--- src/hw/rtl/rtar_pkg.sv ---
// Shared types and constants of the RGB to ASCII ramp decimator.
`default_nettype none

package rtar_pkg;

  localparam int CfgWidth  = 13;
  localparam int IdxWidth  = 2;
  localparam int LumaWidth = 24;
  localparam int RampChars = 10;

  localparam logic [IdxWidth-1:0] RegSrcWidth  = 2'd0;
  localparam logic [IdxWidth-1:0] RegSrcHeight = 2'd1;
  localparam logic [IdxWidth-1:0] RegOutWidth  = 2'd2;
  localparam logic [IdxWidth-1:0] RegOutHeight = 2'd3;

  localparam logic [CfgWidth-1:0] SrcWidthReset  = 13'd640;
  localparam logic [CfgWidth-1:0] SrcHeightReset = 13'd480;
  localparam logic [CfgWidth-1:0] OutWidthReset  = 13'd80;
  localparam logic [CfgWidth-1:0] OutHeightReset = 13'd40;

  localparam logic [15:0] WeightRed   = 16'd19595;
  localparam logic [15:0] WeightGreen = 16'd38470;
  localparam logic [15:0] WeightBlue  = 16'd7471;

  localparam logic [7:0] Ramp [RampChars] = '{
    8'h20, 8'h2E, 8'h2C, 8'h2D, 8'h3D, 8'h2B, 8'h2A, 8'h23, 8'h25, 8'h40
  };

  typedef struct packed {
    logic [CfgWidth-1:0] src_width;
    logic [CfgWidth-1:0] src_height;
    logic [CfgWidth-1:0] dst_width;
    logic [CfgWidth-1:0] dst_height;
  } cfg_t;

  typedef struct packed {
    logic emit;
    logic end_of_row;
    logic end_of_frame;
  } sel_t;

endpackage

`default_nettype wire

--- src/hw/rtl/rtar_sampler.sv ---
// Raster counters and nearest-neighbour pixel selection.
`default_nettype none

module rtar_sampler #(
  parameter int MAX_DIMENSION = 4096
) (
  input  wire logic          clk_i,
  input  wire logic          rst_ni,
  input  wire rtar_pkg::cfg_t cfg_i,
  input  wire logic          restart_i,
  input  wire logic          step_i,
  input  wire logic          frame_start_i,
  output rtar_pkg::sel_t     sel_o
);
  import rtar_pkg::*;

  localparam int DW = $clog2(MAX_DIMENSION + 1);
  localparam int XW = (DW > CfgWidth) ? DW : CfgWidth;
  localparam int PW = 2 * DW;
  localparam logic [XW-1:0] MaxDim = XW'(MAX_DIMENSION);

  logic [XW-1:0] sw_x, sh_x, ow_x, oh_x;
  logic [DW-1:0] w, h, ow, oh;

  logic [DW-1:0] sc_q, sc_d, sr_q, sr_d, oc_q, oc_d, or_q, or_d;
  logic [PW-1:0] ct_q, ct_d, rt_q, rt_d, cp_q, cp_d, rp_q, rp_d;
  logic          rs_q, rs_d, restart_q, restart_d;

  logic          rst_eff;
  logic [DW-1:0] sc, sr, oc, orow, sc1, sr1, oc1, or2;
  logic [PW-1:0] ct, rt, cp, rp, ct1, rt2, rp1;
  logic          rs, emit;

  always_comb begin
    sw_x = XW'(cfg_i.src_width);
    sh_x = XW'(cfg_i.src_height);
    ow_x = XW'(cfg_i.dst_width);
    oh_x = XW'(cfg_i.dst_height);
    w  = (sw_x == '0) ? DW'(1) : (sw_x > MaxDim) ? DW'(MaxDim) : DW'(sw_x);
    h  = (sh_x == '0) ? DW'(1) : (sh_x > MaxDim) ? DW'(MaxDim) : DW'(sh_x);
    ow = (ow_x == '0) ? DW'(1) : (ow_x > XW'(w)) ? w : DW'(ow_x);
    oh = (oh_x == '0) ? DW'(1) : (oh_x > XW'(h)) ? h : DW'(oh_x);
  end

  always_comb begin
    rst_eff = restart_q | frame_start_i | (sc_q >= w) | (sr_q >= h);
    sc   = rst_eff ? '0 : sc_q;
    sr   = rst_eff ? '0 : sr_q;
    oc   = rst_eff ? '0 : oc_q;
    orow = rst_eff ? '0 : or_q;
    ct   = rst_eff ? '0 : ct_q;
    rt   = rst_eff ? '0 : rt_q;
    cp   = rst_eff ? PW'(ow) : cp_q;
    rp   = rst_eff ? PW'(oh) : rp_q;
    rs   = rst_eff | rs_q;

    emit = rs && (oc < ow) && (cp > ct);
    sel_o.emit         = emit;
    sel_o.end_of_row   = (oc == ow - DW'(1));
    sel_o.end_of_frame = (oc == ow - DW'(1)) && (orow == oh - DW'(1));

    oc1 = emit ? oc + DW'(1) : oc;
    ct1 = emit ? ct + PW'(w) : ct;
    sc1 = sc + DW'(1);
    sr1 = sr + DW'(1);
    or2 = rs ? orow + DW'(1) : orow;
    rt2 = rs ? rt + PW'(h) : rt;
    rp1 = rp + PW'(oh);

    sc_d = sc1;
    sr_d = sr;
    oc_d = oc1;
    or_d = orow;
    ct_d = ct1;
    rt_d = rt;
    cp_d = cp + PW'(ow);
    rp_d = rp;
    rs_d = rs;
    restart_d = 1'b0;

    if (sc1 >= w) begin
      sc_d = '0;
      oc_d = '0;
      ct_d = '0;
      cp_d = PW'(ow);
      if (sr1 >= h) begin
        sr_d = '0;
        or_d = '0;
        rt_d = '0;
        rp_d = PW'(oh);
        rs_d = 1'b1;
      end else begin
        sr_d = sr1;
        or_d = or2;
        rt_d = rt2;
        rp_d = rp1;
        rs_d = (or2 < oh) && (rp1 > rt2);
      end
    end
  end

  always_ff @(posedge clk_i or negedge rst_ni) begin
    if (!rst_ni) begin
      sc_q      <= '0;
      sr_q      <= '0;
      oc_q      <= '0;
      or_q      <= '0;
      ct_q      <= '0;
      rt_q      <= '0;
      cp_q      <= '0;
      rp_q      <= '0;
      rs_q      <= 1'b1;
      restart_q <= 1'b1;
    end else if (restart_i) begin
      restart_q <= 1'b1;
    end else if (step_i) begin
      sc_q      <= sc_d;
      sr_q      <= sr_d;
      oc_q      <= oc_d;
      or_q      <= or_d;
      ct_q      <= ct_d;
      rt_q      <= rt_d;
      cp_q      <= cp_d;
      rp_q      <= rp_d;
      rs_q      <= rs_d;
      restart_q <= restart_d;
    end
  end

endmodule

`default_nettype wire

--- src/hw/rtl/rgb_to_ascii_ramp_decimator_unit.sv ---
// Top level of the RGB to ASCII ramp decimator.
//
// Source pixels enter on the in_ channel in raster order, one item per cycle
// while in_stall_o is low; frame_start_i on the first pixel of a frame
// restarts the counters. A pixel picked by nearest-neighbour decimation gives
// one result item on the out_ channel: its ramp character and end of row /
// end of frame flags. Other pixels give no result.
// A picked pixel is registered in the input stage, then in the result register.
// Throughput: one pixel per cycle while in_stall_o is low. The two register
// stages hold the luma sum (input stage) and the character (result register).
// When out_stall_i is high and a result is valid, the result register holds;
// the input stage still takes items until it holds a result, and then
// in_stall_o rises until space frees.
// Reset clears the pipeline, restores the default geometry (640x480 to
// 80x40) and restarts the frame. Any configuration write also restarts the
// frame; write only while no item is in flight.
`default_nettype none

module rgb_to_ascii_ramp_decimator_unit #(
  parameter int MAX_DIMENSION = 4096,
  parameter int RAMP_LEVELS   = 10
) (
  input  wire logic                          clk_i,
  input  wire logic                          rst_ni,
  input  wire logic                          in_valid_i,
  output logic                               in_stall_o,
  input  wire logic [7:0]                    red_i,
  input  wire logic [7:0]                    green_i,
  input  wire logic [7:0]                    blue_i,
  input  wire logic                          frame_start_i,
  output logic                               out_valid_o,
  input  wire logic                          out_stall_i,
  output logic [7:0]                         char_code_o,
  output logic                               end_of_row_o,
  output logic                               end_of_frame_o,
  input  wire logic                          cfg_we_i,
  input  wire logic [rtar_pkg::IdxWidth-1:0] cfg_idx_i,
  input  wire logic [rtar_pkg::CfgWidth-1:0] cfg_data_i
);
  import rtar_pkg::*;

  localparam int IW = (RAMP_LEVELS > 1) ? $clog2(RAMP_LEVELS) : 1;
  localparam int LW = $clog2(RAMP_LEVELS + 1);
  localparam int MW = LumaWidth + LW;
  localparam int TW = MW - 16;

  cfg_t cfg_q;
  sel_t sel;

  logic                 accept, out_en;
  logic                 s1_valid_q;
  logic [LumaWidth-1:0] s1_luma_q, luma;
  logic                 s1_eor_q, s1_eof_q;
  logic                 out_valid_q, out_eor_q, out_eof_q;
  logic [7:0]           out_char_q;

  logic [MW-1:0]        scaled;
  logic [TW-1:0]        t;
  logic [TW:0]          q_sum;
  logic [TW-8:0]        q;
  logic [IW-1:0]        idx;
  logic [7:0]           char_lut [RAMP_LEVELS];

  for (genvar k = 0; k < RAMP_LEVELS; k++) begin : g_lut
    localparam int Pos = k * RampChars / RAMP_LEVELS;
    assign char_lut[k] = Ramp[Pos];
  end

  assign out_en     = !out_valid_q || !out_stall_i;
  assign in_stall_o = s1_valid_q && !out_en;
  assign accept     = in_valid_i && !in_stall_o;

  always_ff @(posedge clk_i or negedge rst_ni) begin
    if (!rst_ni) begin
      cfg_q.src_width  <= SrcWidthReset;
      cfg_q.src_height <= SrcHeightReset;
      cfg_q.dst_width  <= OutWidthReset;
      cfg_q.dst_height <= OutHeightReset;
    end else if (cfg_we_i) begin
      case (cfg_idx_i)
        RegSrcWidth:  cfg_q.src_width  <= cfg_data_i;
        RegSrcHeight: cfg_q.src_height <= cfg_data_i;
        RegOutWidth:  cfg_q.dst_width  <= cfg_data_i;
        RegOutHeight: cfg_q.dst_height <= cfg_data_i;
        default: ;
      endcase
    end
  end

  rtar_sampler #(
    .MAX_DIMENSION(MAX_DIMENSION)
  ) u_sampler (
    .clk_i        (clk_i),
    .rst_ni       (rst_ni),
    .cfg_i        (cfg_q),
    .restart_i    (cfg_we_i),
    .step_i       (accept),
    .frame_start_i(frame_start_i),
    .sel_o        (sel)
  );

  assign luma = LumaWidth'(LumaWidth'(red_i) * LumaWidth'(WeightRed))
              + LumaWidth'(LumaWidth'(green_i) * LumaWidth'(WeightGreen))
              + LumaWidth'(LumaWidth'(blue_i) * LumaWidth'(WeightBlue));

  always_ff @(posedge clk_i or negedge rst_ni) begin
    if (!rst_ni) begin
      s1_valid_q <= 1'b0;
    end else if (accept) begin
      s1_valid_q <= sel.emit;
    end else if (out_en) begin
      s1_valid_q <= 1'b0;
    end
  end

  always_ff @(posedge clk_i) begin
    if (accept) begin
      s1_luma_q <= luma;
      s1_eor_q  <= sel.end_of_row;
      s1_eof_q  <= sel.end_of_frame;
    end
  end

  always_comb begin
    scaled = MW'(s1_luma_q) * MW'(RAMP_LEVELS);
    t      = scaled[MW-1:16];
    q_sum  = (TW+1)'(t) + (TW+1)'(t >> 8) + (TW+1)'(1);
    q      = q_sum[TW:8];
    if (q > (TW-7)'(RAMP_LEVELS - 1)) begin
      idx = IW'(RAMP_LEVELS - 1);
    end else begin
      idx = q[IW-1:0];
    end
  end

  always_ff @(posedge clk_i or negedge rst_ni) begin
    if (!rst_ni) begin
      out_valid_q <= 1'b0;
    end else if (out_en) begin
      out_valid_q <= s1_valid_q;
    end
  end

  always_ff @(posedge clk_i) begin
    if (out_en) begin
      out_char_q <= char_lut[idx];
      out_eor_q  <= s1_eor_q;
      out_eof_q  <= s1_eof_q;
    end
  end

  assign out_valid_o    = out_valid_q;
  assign char_code_o    = out_char_q;
  assign end_of_row_o   = out_eor_q;
  assign end_of_frame_o = out_eof_q;

endmodule

`default_nettype wire

--- config.mk ---
export PLATFORM = sky130hd
export DESIGN_NAME = rgb_to_ascii_ramp_decimator_unit
export DESIGN_NICKNAME = d
export VERILOG_FILES = /design/src/hw/rtl/rtar_pkg.sv /design/src/hw/rtl/rtar_sampler.sv /design/src/hw/rtl/rgb_to_ascii_ramp_decimator_unit.sv
export SDC_FILE = /design/constraint.sdc
export NUM_CORES = 1
export LEC_CHECK = 0
export BUFFER_PORTS_ARGS = -buffer_cell sky130_fd_sc_hd__buf_2
export CAP_MARGIN = 30
export CORE_ASPECT_RATIO = 0.5
export CORE_MARGIN = 3
export CORE_UTILIZATION = 30
export CTS_CLUSTER_SIZE = 20
export DETAILED_ROUTE_END_ITERATION = 12
export GPL_TIMING_DRIVEN = 0
export PLACE_DENSITY = 0.51
export SYNTH_ARGS = -nofsm -noshare
export SYNTH_HDL_FRONTEND = slang
export SYNTH_SLANG_ARGS = --single-unit
--- constraint.sdc ---
create_clock -name clk_i -period 11.35 [get_ports clk_i]
set_clock_uncertainty 0.1 [all_clocks]
set_input_delay 0.5675 -clock clk_i [delete_from_list [all_inputs] [get_ports clk_i]]
set_output_delay 0.5675 -clock clk_i [all_outputs]
set_load 0.005 [all_outputs]
; After elaboration in Yosys (flattened, before gate mapping)
; Memory sizes are Yosys's and may differ from the RTL's. A register that Yosys moved wholly into a read port is not among the register bits.
; Cells that the tools add are included.
[op_classes]
order_cmp = 13
eq_ne = 5
n_mul = 4
add_sub_neg = 14
muxes = 39
n_bitwise = 6
n_reduce_logical = 23
[op_table]
columns = cell, count
row1 = 26-bit two-way mux, 12
row2 = 13-bit two-way mux, 20
row3 = 26-bit by 13-bit adder with 26-bit output, 4
row4 = "13-bit by 1-bit adder with 13-bit output, second input constant", 5
row5 = 13-bit >= comparator, 4
row6 = 26-bit greater-than comparator, 2
row7 = 13-bit zero test, 4
row8 = "8-bit by 15-bit multiplier with 23-bit output, second input constant", 2
row9 = "24-bit by 3-bit multiplier with 27-bit output, second input constant", 1
row10 = 13-bit equality test, 2
row11 = 13-bit greater-than comparator, 2
row12 = "13-bit greater-than comparator, second input constant", 2
row13 = 13-bit < comparator, 2
row14 = "13-bit by 1-bit subtractor with 13-bit output, second input constant", 2
row15 = 23-bit by 24-bit adder with 24-bit output, 1
row16 = 24-bit by 21-bit adder with 24-bit output, 1
row17 = "8-bit by 13-bit multiplier with 21-bit output, second input constant", 1
row18 = 12-bit by 4-bit adder with 13-bit output, 1
row19 = 2-bit AND reduction, 5
row20 = 1-bit logical AND, 6
row21 = 1-bit two-way mux, 6
row22 = "5-bit by 4-bit greater-than comparator with 1-bit output, second input constant", 1
row23 = 4-bit inverter with 5-bit output, 1
row24 = "2-bit equality test, second input constant", 2
row25 = other kinds (8), 15
[totals]
romBits = 128
memories = 1
reg_bits = 240
inputBits = 45
out_inout_bits = 12
wordCells = 126
[memory_table]
columns = memory, words, width, rd, rd_ports_with_merged_regs, write_ports, line_no
row1 = (no name shown), 16, 8, 1, 1, 0, rgb_to_ascii_ramp_decimator_unit.sv:146  ; out_char_q <= char_lut[idx];

; Depth between registers and ports, before layout
[logic_depth]
depth_word = 13
mapped_depth = 43
depth_no_buf = 39

; By module
; A second synthesis with hierarchy kept.
[hier_totals]
cells_unflattened = 3138
area_unflattened_um2 = 27466.3
[by_module_without_submodules]
columns = mod, seq_area_each_um2, cells_each, area_per_inst_um2, n_inst
row1 = rtar_sampler, 3956.3, 2132, 16662.2, 1
row2 = rgb_to_ascii_ramp_decimator_unit, 2414.8, 1006, 10804.1, 1

; Least setup slack after synthesis
; No wires, ideal clock.
[synth_path]
path_type = flip-flop to flip-flop
startpoint = reg cfg_q[38] (netlist bit)
endpoint = reg u_sampler.rs_q
stages_incl_launch_ff = 44
setup_ns = 0.093
arrival_ns = 8.160
t_required_ns = 11.157
setup_slack_ns = 2.997
synth_period_minus_slack_ns = 8.353
path_buffers = 8
cell_sequence = dfrtp_1 > inv_1 > clkbuf_1 > nand2_1 > ha_1 > a21o_1 > a31oi_1 > o21ai_0 > o41ai_1 > and2_0 > clkbuf_1 > clkbuf_1 > clkbuf_1 > clkbuf_1 > clkbuf_1 > buf_1 > nand2_1 > fa_1 > (+8 left out) > a21oi_1 > clkbuf_1 > nand3_1 > xnor2_1 > nand2_1 > ha_1 > a21o_1 > a21o_1 > a21o_1 > a21oi_1 > nor2b_1 > o21ai_0 > nand2b_1 > a221oi_1 > o21ai_0 > and3_1 > o31ai_1 > a21oi_1
[synth_between]
elab_chain_len = 12
word_cells_on_any_way = 29
classes_between = add/sub (5) / order compare (7) / mux (13) / bitwise (2) / reduce/logical (2)
[synth_rtl]
columns = element, line_no
row1 = "start, declared", rgb_to_ascii_ramp_decimator_unit.sv:47  ; cfg_t cfg_q;
row2 = 13-bit greater-than comparator, rtar_sampler.sv:40  ; h = (sh_x == '0) ? DW'(1) : (sh_x > MaxDim) ? DW'(MaxDim) : DW'(sh_x);
row3 = 13-bit two-way mux, rtar_sampler.sv:40
row4 = 13-bit two-way mux (*), rtar_sampler.sv:40
row5 = 13-bit >= comparator / 13-bit greater-than comparator (equally long branches), "rtar_sampler.sv:46, rtar_sampler.sv:42"
row6 = 1-bit OR / 13-bit two-way mux (equally long branches), "rtar_sampler.sv:46, rtar_sampler.sv:42"
row7 = 26-bit two-way mux (tied with other cells), rtar_sampler.sv:52  ; rt = rst_eff ? '0 : rt_q;
row8 = 26-bit by 13-bit adder with 26-bit output (tied with other cells), rtar_sampler.sv:67  ; rt2 = rs ? rt + PW'(h) : rt;
row9 = 26-bit two-way mux (tied with other cells), rtar_sampler.sv:67
row10 = 26-bit greater-than comparator / 13-bit < comparator (equally long branches), rtar_sampler.sv:97  ; rs_d = (or2 < oh) && (rp1 > rt2);
row11 = 1-bit logical AND, rtar_sampler.sv:97
row12 = 1-bit two-way mux, rtar_sampler.sv:86  ; if (sr1 >= h) begin
row13 = 1-bit two-way mux (*), rtar_sampler.sv:81  ; if (sc1 >= w) begin
row14 = "end signal, assigned", rtar_sampler.sv:125  ; rs_q <= rs_d;
row15 = "end, declared", rtar_sampler.sv:27  ; logic rs_q, rs_d, restart_q, restart_d;
; Mark *: on every way between the ends. The rest lies on a longest branch, timed or not.
; A chain may end at the register's enable or synchronous reset.

; Final worst setup path
[layout_path]
startpoint = reg cfg_q[51] (netlist bit)
endpoint = reg u_sampler.rs_q
[layout_between]
elab_chain_len = 13
word_cells_on_any_way = 27
classes_between = add/sub (5) / order compare (6) / mux (11) / bitwise (3) / reduce/logical (2)
[layout_rtl]
columns = element, line_no
row1 = 13-bit greater-than comparator, rtar_sampler.sv:39  ; w = (sw_x == '0) ? DW'(1) : (sw_x > MaxDim) ? DW'(MaxDim) : DW'(sw_x);
row2 = 13-bit two-way mux, rtar_sampler.sv:39
row3 = 13-bit two-way mux (*), rtar_sampler.sv:39
row4 = 13-bit >= comparator, rtar_sampler.sv:46  ; rst_eff = restart_q | frame_start_i | (sc_q >= w) | (sr_q >= h);
row5 = 1-bit OR (2 in a row), rtar_sampler.sv:46
row6 = 26-bit two-way mux / 13-bit two-way mux (equally long branches), "rtar_sampler.sv:52, rtar_sampler.sv:50"
row7 = 26-bit by 13-bit adder with 26-bit output / 13-bit by 1-bit adder with 13-bit output (equally long branches), "rtar_sampler.sv:67, rtar_sampler.sv:66"
row8 = 26-bit two-way mux / 13-bit two-way mux (equally long branches), "rtar_sampler.sv:67, rtar_sampler.sv:66"
row9 = 26-bit greater-than comparator / 13-bit < comparator (equally long branches), rtar_sampler.sv:97
row10 = 1-bit logical AND, rtar_sampler.sv:97
row11 = 1-bit two-way mux, rtar_sampler.sv:86
row12 = 1-bit two-way mux (*), rtar_sampler.sv:81
; Marks and branches as above.

==> impl_metrics.xml <==
<?xml version="1.0" encoding="UTF-8"?>
<metrics>
  <group name="status">
    <metric name="run_status" unit="">finished, final reports clean</metric>
  </group>
  <group name="finish">
    <metric name="num_antenna_cells" unit="">0</metric>
    <metric name="flow.area_growth_from_synthesis" unit="%">11.3</metric>
    <metric name="finish.net_count" unit="">3806</metric>
    <metric name="layout-drive-gt1-share" unit="%">6.84</metric>
  </group>
  <group name="sta">
    <metric name="slew_violations" unit="">0</metric>
    <metric name="min_period_over_period" unit="%">91.8</metric>
    <metric name="slew_headroom" unit="%">31.9</metric>
    <metric name="rsz_0062_raised_after_global_routing" unit="">no</metric>
    <metric name="min_period" unit="ns">10.42</metric>
    <metric name="hold_violations" unit="">0</metric>
    <metric name="fmax" unit="MHz">96.0</metric>
    <metric name="finalHoldWorstSlack" unit="ns">0.0903</metric>
    <metric name="final_critical_path_setup_slack" unit="ns">0.929</metric>
    <metric name="worst_slew_pin_slew" unit="ns">1.02</metric>
    <metric name="setup-violations-final" unit="">0</metric>
    <metric name="totalNegativeSetupSlack" unit="ns">0</metric>
  </group>
  <group name="power_and_ir_drop">
    <metric name="irDropWorstVdd" unit="uV">190</metric>
    <metric name="power.clock.fraction" unit="%">12.9</metric>
    <metric name="internal-power" unit="mW">4.38</metric>
    <metric name="static-leakage-power" unit="nW">14.5</metric>
    <metric name="power_density" unit="mW/mm^2">276</metric>
    <metric name="comb_power_share" unit="%">69.8</metric>
    <metric name="power.share.switching" unit="%">47.2</metric>
    <metric name="p_switching" unit="mW">3.91</metric>
    <metric name="power.share.sequential" unit="%">17.3</metric>
  </group>
  <group name="grt">
    <metric name="grt_usage" unit="%">17.8</metric>
    <metric name="initial_antenna_violation_count" unit="">1</metric>
    <metric name="largest_net_degree_at_the_start_of_global_routing" unit="">108</metric>
    <metric name="grt.overflow.total" unit="">0</metric>
    <metric name="grt_pass1_vias" unit="">23300</metric>
    <metric name="global_route_wire_length_before_repair" unit="microns">132000</metric>
  </group>
  <group name="synth">
    <metric name="asyncSetResetFlopFracSynth" unit="%">85.8</metric>
    <metric name="synthesis.area" unit="sq mm">0.0270</metric>
    <metric name="yosys-top-cells-area" unit="">sky130_fd_sc_hd__ha_1, sky130_fd_sc_hd__dfrtp_1, sky130_fd_sc_hd__fa_1, sky130_fd_sc_hd__inv_1, sky130_fd_sc_hd__nand2_1</metric>
    <metric name="post-synth-top-area-fraction" unit="%">19.3</metric>
    <metric name="synthesis.yosys.warnings" unit="">0</metric>
    <metric name="synth_area_leader_cell" unit="">sky130_fd_sc_hd__ha_1</metric>
    <metric name="yosysUniqueCellTypes" unit="">88</metric>
    <metric name="most_used_flip_flop_cell_after_synthesis" unit="">sky130_fd_sc_hd__dfrtp_1</metric>
    <metric name="syn-instance-count" unit="">3120</metric>
    <metric name="synthMostInstantiatedCell" unit="">sky130_fd_sc_hd__ha_1</metric>
    <metric name="syn_area_per_cell" unit="sq um">8.65</metric>
    <metric name="netlist_top_cells_count" unit="">sky130_fd_sc_hd__ha_1, sky130_fd_sc_hd__inv_1, sky130_fd_sc_hd__nand2_1</metric>
    <metric name="synth.ff_latch_count" unit="">247</metric>
    <metric name="sequential_fraction_of_the_synthesis_area" unit="%">23.6</metric>
    <metric name="number_of_enable_flip_flop_cells_after_synthesis" unit="">35</metric>
    <metric name="net_count_after_synthesis" unit="">3705</metric>
  </group>
  <group name="route">
    <metric name="drt_iter0_markers" unit="">1522</metric>
    <metric name="aggregate_routed_wire_length" unit="microns">83100</metric>
    <metric name="vias" unit="">23000</metric>
    <metric name="detail-route-antenna-nets" unit="">0</metric>
    <metric name="drt_pre_antenna_iters" unit="">8</metric>
    <metric name="via_density" unit="">5.19</metric>
    <metric name="wire_per_inst" unit="microns">18.8</metric>
    <metric name="drc" unit="">0</metric>
  </group>
  <group name="die">
    <metric name="die_area" unit="sq mm">0.0939</metric>
    <metric name="die_w" unit="microns">430</metric>
    <metric name="placeable_core_region" unit="sq mm">0.0887</metric>
    <metric name="ios" unit="">57</metric>
    <metric name="num_rows" unit="">77</metric>
    <metric name="fp.dieH" unit="microns">218</metric>
    <metric name="start_util" unit="%">30.4</metric>
  </group>
  <group name="flow_run">
    <metric name="max_cap_viol_count" unit="">0</metric>
  </group>
  <group name="worst_hold_path">
    <metric name="hp-class" unit="">primary input to flip-flop</metric>
    <metric name="worst_min_delay_path_endpoint" unit="">s1_valid_q$_DFFE_PN0P_</metric>
    <metric name="holdPathStages" unit="">3</metric>
    <metric name="worstHoldStart" unit="">in_valid_i</metric>
  </group>
  <group name="setup_path">
    <metric name="slowest_delay" unit="ns">0.54</metric>
    <metric name="r2r_start" unit="">cfg_q[51]$_DFFE_PN0P_</metric>
    <metric name="timing.critical_path.slowest_stage_cell" unit="">sky130_fd_sc_hd__clkbuf_4</metric>
    <metric name="cp-end-kind" unit="">flip-flop</metric>
    <metric name="critical-path-top-cell-by-count" unit="">sky130_fd_sc_hd__o21ai_0</metric>
    <metric name="reg2reg_to" unit="">u_sampler.rs_q$_DFFE_PN1P_</metric>
    <metric name="cp.arrival" unit="ns">10.84</metric>
    <metric name="reg2reg_slack" unit="ns">0.93</metric>
    <metric name="crit_path_max_fanout" unit="">28</metric>
    <metric name="critPathKind" unit="">flip-flop to flip-flop</metric>
    <metric name="startpoint_type_of_the_worst_setup_path" unit="">flip-flop</metric>
    <metric name="r2r_cells" unit="">41</metric>
    <metric name="cp_required" unit="ns">11.77</metric>
  </group>
  <group name="placed_design">
    <metric name="port_buffers" unit="">55</metric>
    <metric name="detailedPlace.worstSlack" unit="ns">-2.09</metric>
    <metric name="hpwlAfterDp" unit="microns">66100</metric>
    <metric name="rd_place_congestion" unit="">0.870</metric>
  </group>
  <group name="cts">
    <metric name="clock_path_buffers" unit="">3</metric>
    <metric name="clk-insertion-delay-late" unit="ns">0.61</metric>
    <metric name="cts_max_level" unit="">1</metric>
    <metric name="tritoncts_clock_tree" unit="">built</metric>
    <metric name="cts.sinks" unit="">247</metric>
    <metric name="cts.root.buffer_cell" unit="">sky130_fd_sc_hd__clkbuf_16</metric>
    <metric name="tritoncts.num_buffers" unit="">31</metric>
    <metric name="clkSlewWorstSetupHoldPaths" unit="ns">0.06</metric>
  </group>
</metrics>
state kept, by name (all words and copies together) (netlist names), 7 cells and up:
register / count
u_sampler.rp_q: 26
u_sampler.sr_q: 13
u_sampler.or_q: 13
cfg_q: 52
u_sampler.rt_q: 26
u_sampler.ct_q: 26
u_sampler.cp_q: 26
char_code_o: 7
u_sampler.sc_q: 13
u_sampler.oc_q: 13
s1_luma_q: 24
worst max-delay path, delay by kind of cell, from the launching register on:
family / cells / cell delay (ns)
simple gates: 9 / 1.71
xor+xnor: 1 / 0.19
flops: 1 / 0.49
fa+ha+maj: 3 / 1.04
buf+inv: 7 / 2.76
compound gates: 21 / 4.02
cell type report:
type	instances	area [sq um]
fill	9183	58700
multi-input combinational	2411	18900
sequential	247	6370
tap	1185	1480
inverter	355	1330
clock buffer	42	890
timing repair buffer	71	447
buffer	104	413
clock inverter	16	201
logic make-up after synthesis:
group,share of synthesized area [%]
and+or+nand+nor,16.0
buffers and inverters,6.47
xor gates and xnor gates,5.60
other,0.0139
muxes,3.31
DFF,23.6
AOI/OAI and AO/OA,16.5
adders and majority gates,28.5
power groups by stage:
stage / clock, mW / combinational, mW / sequential [mW]
after global placement: 0 / 5.68 / 1.45
after CTS: 1.11 / 5.84 / 1.43
after global routing: 1.14 / 6.66 / 1.46
after floorplan: 0 / 4.46 / 1.40
final: 1.07 / 5.78 / 1.43
after detailed placement: 0 / 5.79 / 1.45
worst max path at each step:
stage,endpoint,slack [ns],startpoint,depth (start not counted)
after detailed placement,u_sampler.rs_q$_DFFE_PN1P_,-2.09,cfg_q[27]$_DFFE_PN0P_,43
after global placement,u_sampler.rs_q$_DFFE_PN1P_,-2.67,cfg_q[27]$_DFFE_PN0P_,43
after CTS,u_sampler.rs_q$_DFFE_PN1P_,0.12,cfg_q[27]$_DFFE_PN0P_,42
final,u_sampler.rs_q$_DFFE_PN1P_,0.93,cfg_q[51]$_DFFE_PN0P_,41
after floorplan,u_sampler.rs_q$_DFFE_PN1P_,3.00,cfg_q[38]$_DFFE_PN0P_,43
after global routing,u_sampler.rs_q$_DFFE_PN1P_,0.14,cfg_q[51]$_DFFE_PN0P_,41
through the flow:
stage	instance area, sq um	total power [mW]	util, %	instances
3_5_place_dp	28900	7.24	32.6	4374
6_report	30000	8.29	33.9	4431
3_3_place_gp	28800	7.13	32.4	4360
5_1_grt	30000	9.25	33.9	4431
4_1_cts	30000	8.38	33.9	4432
2_1_floorplan	27000	5.86	-	3120
layout by cell type (no fill, tap or decap), drive strengths merged, types with 8 or more instances in the layout:
cell type	synthesis	layout
ha	417	417
inv	354	360
nand2	316	316
o21ai	227	227
nor2	214	214
dfrtp	200	200
a21oi	156	156
clkbuf	91	130
fa	123	123
xnor2	94	94
buf	16	86
nand3	76	76
xor2	76	76
and3	69	69
a21o	61	61
nor3	56	56
mux2	53	53
nand4	49	49
a31oi	45	45
edfxtp	35	35
nor2b	31	31
a22o	30	30
mux2i	27	27
o31ai	25	25
o211ai	22	22
o21a	19	19
nor4	19	19
nand2b	17	17
and2	17	17
o21bai	16	16
a211oi	12	12
dfstp	12	12
or3	11	11
and4	10	10
or2	10	10
o41ai	8	8
layer usage:
layer	routed length [microns]	GRT usage [%]
met5	0	0
met3	4340	2.71
met4	3510	7.21
met1	37700	23.3
met2	37600	29.4
timing repair:
item / in CTS / in global routing
setup endpoints to repair: 40 / 1
pin swaps: 0 / 1
hold buffers: 1 / 0
resized for setup: 7 / 7
setup buffers: 0 / 1
hold endpoints to repair: 40 / 0
Note: power is estimated with default switching activity, not from simulation.
